File: src/sv/pidc_pkg.sv
// Shared types and constants for the clamped PID controller.
`timescale 1ns / 1ps
`default_nettype none
package pidc_pkg;

  localparam int DATA_WIDTH     = 16;
  localparam int GAIN_FRAC_BITS = 8;
  localparam int OUT_MAX        = 100;
  localparam int DRIVE_W        = 7;
  localparam int GAIN_W         = 16;
  localparam int MAXERR_W       = 16;
  localparam int MSE_W          = 31;
  localparam int SUM_W          = 32;
  localparam int ERR_W          = DATA_WIDTH + 1;
  localparam int P_W            = GAIN_W + ERR_W;
  localparam int I_W            = GAIN_W + SUM_W;
  localparam int D_W            = GAIN_W + ERR_W;
  localparam int ACC_W          = I_W + 2;
  localparam int APB_DW         = 32;
  localparam int ADDR_W         = 5;
  localparam int IDX_W          = 3;

  localparam logic [IDX_W-1:0] REG_KP        = 3'd0;
  localparam logic [IDX_W-1:0] REG_KI        = 3'd1;
  localparam logic [IDX_W-1:0] REG_KD        = 3'd2;
  localparam logic [IDX_W-1:0] REG_MAX_ERROR = 3'd3;
  localparam logic [IDX_W-1:0] REG_MAX_SUM   = 3'd4;

  localparam logic OP_STEP  = 1'b0;
  localparam logic OP_CLEAR = 1'b1;

  typedef enum logic [1:0] {
    SAT_NONE,
    SAT_TOP,
    SAT_BOTTOM
  } sat_t;

  typedef struct packed {
    logic signed [GAIN_W-1:0] kp;
    logic signed [GAIN_W-1:0] ki;
    logic signed [GAIN_W-1:0] kd;
    logic [MAXERR_W-1:0]      max_error;
    logic [MSE_W-1:0]         max_sum_error;
  } cfg_t;

endpackage
`default_nettype wire

File: src/sv/pidc_regs.sv
// APB configuration registers of the PID controller.
`timescale 1ns / 1ps
`default_nettype none
module pidc_regs (
  input  wire logic                         clk,
  input  wire logic                         rst,
  input  wire logic                         psel,
  input  wire logic                         penable,
  input  wire logic                         pwrite,
  input  wire logic [pidc_pkg::ADDR_W-1:0]  paddr,
  input  wire logic [pidc_pkg::APB_DW-1:0]  pwdata,
  output logic      [pidc_pkg::APB_DW-1:0]  prdata,
  output logic                              pready,
  output pidc_pkg::cfg_t                    cfg
);
  import pidc_pkg::*;

  logic [IDX_W-1:0] idx;
  logic             wr;

  assign idx    = paddr[ADDR_W-1:2];
  assign pready = 1'b1;
  assign wr     = psel && penable && pwrite && pready;

  always_ff @(posedge clk) begin
    if (rst) begin
      cfg.kp            <= '0;
      cfg.ki            <= '0;
      cfg.kd            <= '0;
      cfg.max_error     <= '1;
      cfg.max_sum_error <= '1;
    end else if (wr) begin
      case (idx)
        REG_KP:        cfg.kp            <= pwdata[GAIN_W-1:0];
        REG_KI:        cfg.ki            <= pwdata[GAIN_W-1:0];
        REG_KD:        cfg.kd            <= pwdata[GAIN_W-1:0];
        REG_MAX_ERROR: cfg.max_error     <= pwdata[MAXERR_W-1:0];
        REG_MAX_SUM:   cfg.max_sum_error <= pwdata[MSE_W-1:0];
        default: ;
      endcase
    end
  end

  always_comb begin
    case (idx)
      REG_KP:        prdata = APB_DW'(unsigned'(cfg.kp));
      REG_KI:        prdata = APB_DW'(unsigned'(cfg.ki));
      REG_KD:        prdata = APB_DW'(unsigned'(cfg.kd));
      REG_MAX_ERROR: prdata = APB_DW'(cfg.max_error);
      REG_MAX_SUM:   prdata = APB_DW'(cfg.max_sum_error);
      default:       prdata = '0;
    endcase
  end

endmodule
`default_nettype wire

File: src/sv/pid_controller_clamped.sv
// A step beat passes through stage 1, stage 2 and stage 3 to become a drive beat; a clear beat gives no drive beat.
// Throughput: one beat per cycle; the pipeline stalls as a whole while a drive beat waits.
// Stage 1 updates the error sum and previous measurement, stage 2 forms the three
// gain products, stage 3 sums, truncates and clamps into the output register.
// Reset (rst, synchronous): pipeline empty, error sum and previous measurement zero,
// gains zero, both limits all ones.
`timescale 1ns / 1ps
`default_nettype none
module pid_controller_clamped (
  input  wire logic                                 clk,
  input  wire logic                                 rst,
  input  wire logic                                 in_valid,
  output logic                                      in_ready,
  input  wire logic                                 opcode,
  input  wire logic signed [pidc_pkg::DATA_WIDTH-1:0] setpoint,
  input  wire logic signed [pidc_pkg::DATA_WIDTH-1:0] measurement,
  output logic                                      out_valid,
  input  wire logic                                 out_ready,
  output logic             [pidc_pkg::DRIVE_W-1:0]  drive,
  input  wire logic                                 psel,
  input  wire logic                                 penable,
  input  wire logic                                 pwrite,
  input  wire logic        [pidc_pkg::ADDR_W-1:0]   paddr,
  input  wire logic        [pidc_pkg::APB_DW-1:0]   pwdata,
  output logic             [pidc_pkg::APB_DW-1:0]   prdata,
  output logic                                      pready
);
  import pidc_pkg::*;

  cfg_t cfg;

  pidc_regs u_regs (
    .clk     (clk),
    .rst     (rst),
    .psel    (psel),
    .penable (penable),
    .pwrite  (pwrite),
    .paddr   (paddr),
    .pwdata  (pwdata),
    .prdata  (prdata),
    .pready  (pready),
    .cfg     (cfg)
  );

  logic en;
  logic accept;
  assign en       = !out_valid || out_ready;
  assign in_ready = en;
  assign accept   = in_valid && in_ready;

  // controller state
  logic signed [SUM_W-1:0]      error_sum;
  logic signed [DATA_WIDTH-1:0] previous_measurement;

  // stage 1: error, integrator, limits
  logic signed [ERR_W-1:0]   err_c;
  logic signed [ERR_W:0]     err_x;
  logic signed [ERR_W:0]     max_err_s;
  logic signed [SUM_W:0]     t_c;
  logic signed [SUM_W:0]     mse_s;
  logic signed [SUM_W-1:0]   sum_next;
  logic signed [ERR_W-1:0]   dmeas_c;
  sat_t                      psel_c;
  sat_t                      isat_c;

  assign err_c     = ERR_W'(setpoint) - ERR_W'(measurement);
  assign err_x     = (ERR_W+1)'(err_c);
  assign max_err_s = signed'((ERR_W+1)'(cfg.max_error));
  assign t_c       = (SUM_W+1)'(error_sum) + (SUM_W+1)'(err_c);
  assign mse_s     = signed'((SUM_W+1)'(cfg.max_sum_error));
  assign dmeas_c   = ERR_W'(previous_measurement) - ERR_W'(measurement);

  always_comb begin
    if (err_x > max_err_s) begin
      psel_c = SAT_TOP;
    end else if (err_x < -max_err_s) begin
      psel_c = SAT_BOTTOM;
    end else begin
      psel_c = SAT_NONE;
    end
    if (t_c > mse_s) begin
      isat_c   = SAT_TOP;
      sum_next = SUM_W'(mse_s);
    end else if (t_c < -mse_s) begin
      isat_c   = SAT_BOTTOM;
      sum_next = SUM_W'(-mse_s);
    end else begin
      isat_c   = SAT_NONE;
      sum_next = t_c[SUM_W-1:0];
    end
  end

  always_ff @(posedge clk) begin
    if (rst) begin
      error_sum            <= '0;
      previous_measurement <= '0;
    end else if (accept) begin
      if (opcode == OP_CLEAR) begin
        error_sum <= '0;
      end else begin
        error_sum            <= sum_next;
        previous_measurement <= measurement;
      end
    end
  end

  logic                    s1_valid;
  logic signed [ERR_W-1:0] s1_err;
  logic signed [SUM_W-1:0] s1_sum;
  logic signed [ERR_W-1:0] s1_dmeas;
  sat_t                    s1_psel;
  sat_t                    s1_isat;

  always_ff @(posedge clk) begin
    if (rst) begin
      s1_valid <= 1'b0;
    end else if (en) begin
      s1_valid <= accept && (opcode == OP_STEP);
    end
  end

  always_ff @(posedge clk) begin
    if (en) begin
      s1_err   <= err_c;
      s1_sum   <= sum_next;
      s1_dmeas <= dmeas_c;
      s1_psel  <= psel_c;
      s1_isat  <= isat_c;
    end
  end

  // stage 2: gain products
  logic signed [P_W-1:0] p_mul;
  logic signed [P_W-1:0] p_max;
  logic signed [P_W-1:0] p_c;
  logic signed [I_W-1:0] i_mul;
  logic signed [I_W-1:0] i_c;
  logic signed [D_W-1:0] d_mul;

  assign p_mul = cfg.kp * s1_err;
  assign p_max = signed'(P_W'({cfg.max_error, {GAIN_FRAC_BITS{1'b0}}}));
  assign i_mul = cfg.ki * s1_sum;
  assign d_mul = cfg.kd * s1_dmeas;

  always_comb begin
    case (s1_psel)
      SAT_TOP:    p_c = p_max;
      SAT_BOTTOM: p_c = -p_max;
      default:    p_c = p_mul;
    endcase
    i_c = (s1_isat == SAT_NONE) ? i_mul : '0;
  end

  logic                  s2_valid;
  logic signed [P_W-1:0] s2_p;
  logic signed [I_W-1:0] s2_i;
  logic signed [D_W-1:0] s2_d;
  sat_t                  s2_isat;

  always_ff @(posedge clk) begin
    if (rst) begin
      s2_valid <= 1'b0;
    end else if (en) begin
      s2_valid <= s1_valid;
    end
  end

  always_ff @(posedge clk) begin
    if (en) begin
      s2_p    <= p_c;
      s2_i    <= i_c;
      s2_d    <= d_mul;
      s2_isat <= s1_isat;
    end
  end

  // stage 3: sum, truncate, clamp
  logic signed [ACC_W-1:0] acc;
  logic signed [ACC_W-1:0] q;
  logic [DRIVE_W-1:0]      drive_next;

  assign acc = ACC_W'(s2_p) + ACC_W'(s2_i) + ACC_W'(s2_d);
  assign q   = acc >>> GAIN_FRAC_BITS;

  always_comb begin
    case (s2_isat)
      SAT_TOP:    drive_next = DRIVE_W'(OUT_MAX);
      SAT_BOTTOM: drive_next = '0;
      default: begin
        if (acc[ACC_W-1] || acc == '0) begin
          drive_next = '0;
        end else if ((|q[ACC_W-1:DRIVE_W]) || (q[DRIVE_W-1:0] > DRIVE_W'(OUT_MAX))) begin
          drive_next = DRIVE_W'(OUT_MAX);
        end else begin
          drive_next = q[DRIVE_W-1:0];
        end
      end
    endcase
  end

  always_ff @(posedge clk) begin
    if (rst) begin
      out_valid <= 1'b0;
    end else if (en) begin
      out_valid <= s2_valid;
    end
  end

  always_ff @(posedge clk) begin
    if (en) begin
      drive <= drive_next;
    end
  end

endmodule
`default_nettype wire

File: config.mk
export PLATFORM = sky130hd
export DESIGN_NAME = pid_controller_clamped
export DESIGN_NICKNAME = d
export VERILOG_FILES = /design/src/sv/pidc_pkg.sv /design/src/sv/pidc_regs.sv /design/src/sv/pid_controller_clamped.sv
export SDC_FILE = /design/constraint.sdc
export NUM_CORES = 2
export LEC_CHECK = 0
export BUFFER_PORTS_ARGS = -buffer_cell sky130_fd_sc_hd__buf_2
export CORE_AREA = 2 2 495 497
export CTS_CLUSTER_SIZE = 25
export DETAILED_ROUTE_END_ITERATION = 7
export DIE_AREA = 0 0 497 499
export SLEW_MARGIN = 5
export SYNTH_ARGS = -nofsm -noshare
export SYNTH_HDL_FRONTEND = slang
export SYNTH_SLANG_ARGS = --single-unit
export TNS_END_PERCENT = 100
File: constraint.sdc
create_clock -name clk -period 10.9 [get_ports clk]
set_input_delay 0.545 -clock clk [delete_from_list [all_inputs] [get_ports clk]]
set_output_delay 0.545 -clock clk [all_outputs]
set_load 0.005 [all_outputs]
==> flow_metrics.env <==
export IMPL_powerDensity_nw_per_um2=84.3
export IMPL_clk_path_buf_depth=3
export IMPL_htree_levels=2
export IMPL_grt_use_total_pct=15.5
export IMPL_final_setup_tns_ps=0
export IMPL_dr_pass1_iters=6
export IMPL_yosysSeqAreaShare_pct=14.4
export IMPL_grt_pass1_wl_um=298000
export IMPL_fp_dieH_um=499
export IMPL_core_area_um2=243000
export IMPL_maxSlewViolCount=0
export IMPL_fin_skew_ps=45.6
export IMPL_drc_errors=0
export IMPL_ctsResizeCount=0
export IMPL_via_count=46800
export IMPL_setup_ws_ps=1360
export IMPL_drtIter0Drc=3957
export IMPL_gp_congestion=0.922
export IMPL_required_ps=11430
export IMPL_fin_util_pct=27.3
export IMPL_wl_met3_um=13500
export IMPL_place_ws_ps=848
export IMPL_nFillCells=25600
export IMPL_async_reset_ff_share_pct=0
export IMPL_clk_insertion_delay_late_ps=640
export IMPL_fmaxAchievable_mhz=105
export IMPL_worst_pin_slew_ps=1210
export IMPL_globalRouteOverflowTotal=0
export IMPL_num_rows=181
export IMPL_crit_slowest_cell="a21oi_4"
export IMPL_finalHoldViolCount=0
export IMPL_arrival_ps=10070
export IMPL_rsz0062_at_grt="no"
export IMPL_clockRootBuffer="clkbuf_16"
export IMPL_synth_area_per_cell_um2=9.06
export IMPL_cts_tree="yes"
export IMPL_antenna_found_initial=37
export IMPL_dpl_hpwl_um=154000
export IMPL_routed_wl_um=194000
export IMPL_netlist_area_um2=60500
export IMPL_fp_dieW_um=497
export IMPL_synth_flop_cell="edfxtp_1"
export IMPL_layout_commonest_cell="inv_1"
export IMPL_numClockSinks=339
export IMPL_fin_hold_ws_ps=140
export IMPL_drive_above_1_share_pct=4.75
export IMPL_initial_core_util_pct=24.9
export IMPL_crit_path_end_kind="flip-flop"
export IMPL_syn2layout_area_growth_pct=9.41
export IMPL_ys_ff_latch=339
export IMPL_routed_top_layer="met5"
export IMPL_cp_slowest_stage_delay_ps=710
export IMPL_synth_edf_count=193
export IMPL_path_class="input port to flip-flop"
export IMPL_synthesis_nets=8329
export IMPL_yosysWarnings=0
export IMPL_cts_buffers=42
export IMPL_ys_types=80
export IMPL_io_pins=119
export IMPL_layout_common_cells="inv_1 (1259), fa_1 (1090), nand2_1 (929), ha_1 (491), and2_1 (405)"
export IMPL_outcome="completed"
export IMPL_wl_per_cell_um=19.6
export IMPL_die_area_um2=248000
export IMPL_period_share_pct=87.5
export IMPL_wl_met2_um=90200
export IMPL_port_buffers=113
export IMPL_min_path_type="input port to flip-flop"
export IMPL_post_cts_buffers=0
export IMPL_setup_viol=0
export IMPL_maxCapViolations=0
export IMPL_syn_inst=6671
export IMPL_first_global_vias=49100
export IMPL_leakage_nw=28.4
export IMPL_period_needed_ps=9540
export IMPL_start_kind="input port"
export IMPL_grt_max_degree=77
export IMPL_antenna_left=0
export IMPL_cts_clk_slew_worst_paths_ps=60
export IMPL_layout_nets=8292
export IMPL_slew_headroom_pct=19.0
export IMPL_crit_fanout=22
export IMPL_vias_per_cell=4.74
export IMPL_postCtsHoldBufs=0
export IMPL_met1_length_um=81200
export IMPL_vdd_drop_max_mv=0.102
[synth_stat cells (all sizes together), types with 32 or more instances]
master	count	area [um2]
xor2	55	482
inv	1260	4730
fa	1090	21800
nand3	55	275
xnor2	154	1350
o21ai	145	726
a22o	32	280
nor2	279	1050
ha	491	6140
a21oi	281	1420
and2	405	2530
edfxtp	193	5800
o211ai	72	541
a21o	102	766
nand2	929	3490
o21a	47	353
nor2b	38	238
nand4	37	231
dfxtp	146	2920
clkbuf	249	935
mux2i	49	490
nand2b	98	621
nor3	59	300
[stage by stage]
step	power (W)	cell area [um2]	std cells
after floorplan	0.00305	60500	6671
after global placement	0.00399	64700	9792
after detailed placement	0.00402	64700	9792
after CTS	0.00554	66100	9869
after global routing	0.00583	66100	9869
final	0.00558	66100	9873
[critical path, delay by kind of cell]
kind / cells / cell delay, ps
compound gates: 18 / 4780
buf+inv: 4 / 860
fa+ha+maj: 5 / 1500
xor+xnor: 1 / 320
simple gates: 8 / 1650
mux: 2 / 340
[registers in the layout, summed over array words and instances (netlist names), 2 cells and up]
signal                count
s1_isat                   2
s2_d                     33
s1_psel                   2
s1_err                   17
s2_isat                   2
s1_sum                   32
u_regs.cfg               95
s2_i                     48
drive                     7
s2_p                     33
s1_dmeas                 17
error_sum                32
previous_measurement     16
[worst paths after layout]
kind | from | endpoint | slack [ps] | cells past startpoint
setup / recovery | setpoint[0] | error_sum[1] | 1360 | 38
hold / removal | pwdata[20] | u_regs.cfg[20] | 140 | 3
setup reg to reg | s1_sum[11] | s2_i[45] | 2470 | 24
hold reg to reg | s2_valid | s2_valid | 450 | 2
[routing by layer]
layer  vias to the layer above  track usage [%]
li1                      20900                -
met1                     23800             20.3
met2                      1724             25.8
met3                       392             2.30
met4                        16             6.22
met5                         -                0
[logic make-up after synthesis]
group / count (synthesis) / synth area share (%)
AO/OA/AOI/OAI: 930 / 10.0
XOR/XNOR: 209 / 3.03
adder cells (fa/ha/maj): 1582 / 46.3
buffers and inverters: 1538 / 9.59
flip-flops: 339 / 14.4
multiplexers: 52 / 0.867
other: 2 / 0.0124
AND/OR/NAND/NOR: 2019 / 15.8
[power breakdown]
| part | internal [W] | switching (W) |
|---|---|---|
| Combinational | 0.000688 | 0.00130 |
| Clock | 0.000887 | 0.000629 |
| Sequential | 0.00155 | 0.000520 |
[layout make-up]
cell class | count | area, um2 | share of cell area [%]
Tap cell | 3202 | 4010 | 6.06
Multi-Input combinational cell | 4794 | 46000 | 69.5
Clock buffer | 56 | 1180 | 1.78
Sequential cell | 339 | 8740 | 13.2
Inverter | 1261 | 4740 | 7.17
Timing Repair Buffer | 196 | 1190 | 1.80
Antenna cell | 4 | 10.0 | 0.0151
Clock inverter | 21 | 285 | 0.431
Note: power is estimated with default switching activity, not from simulation.
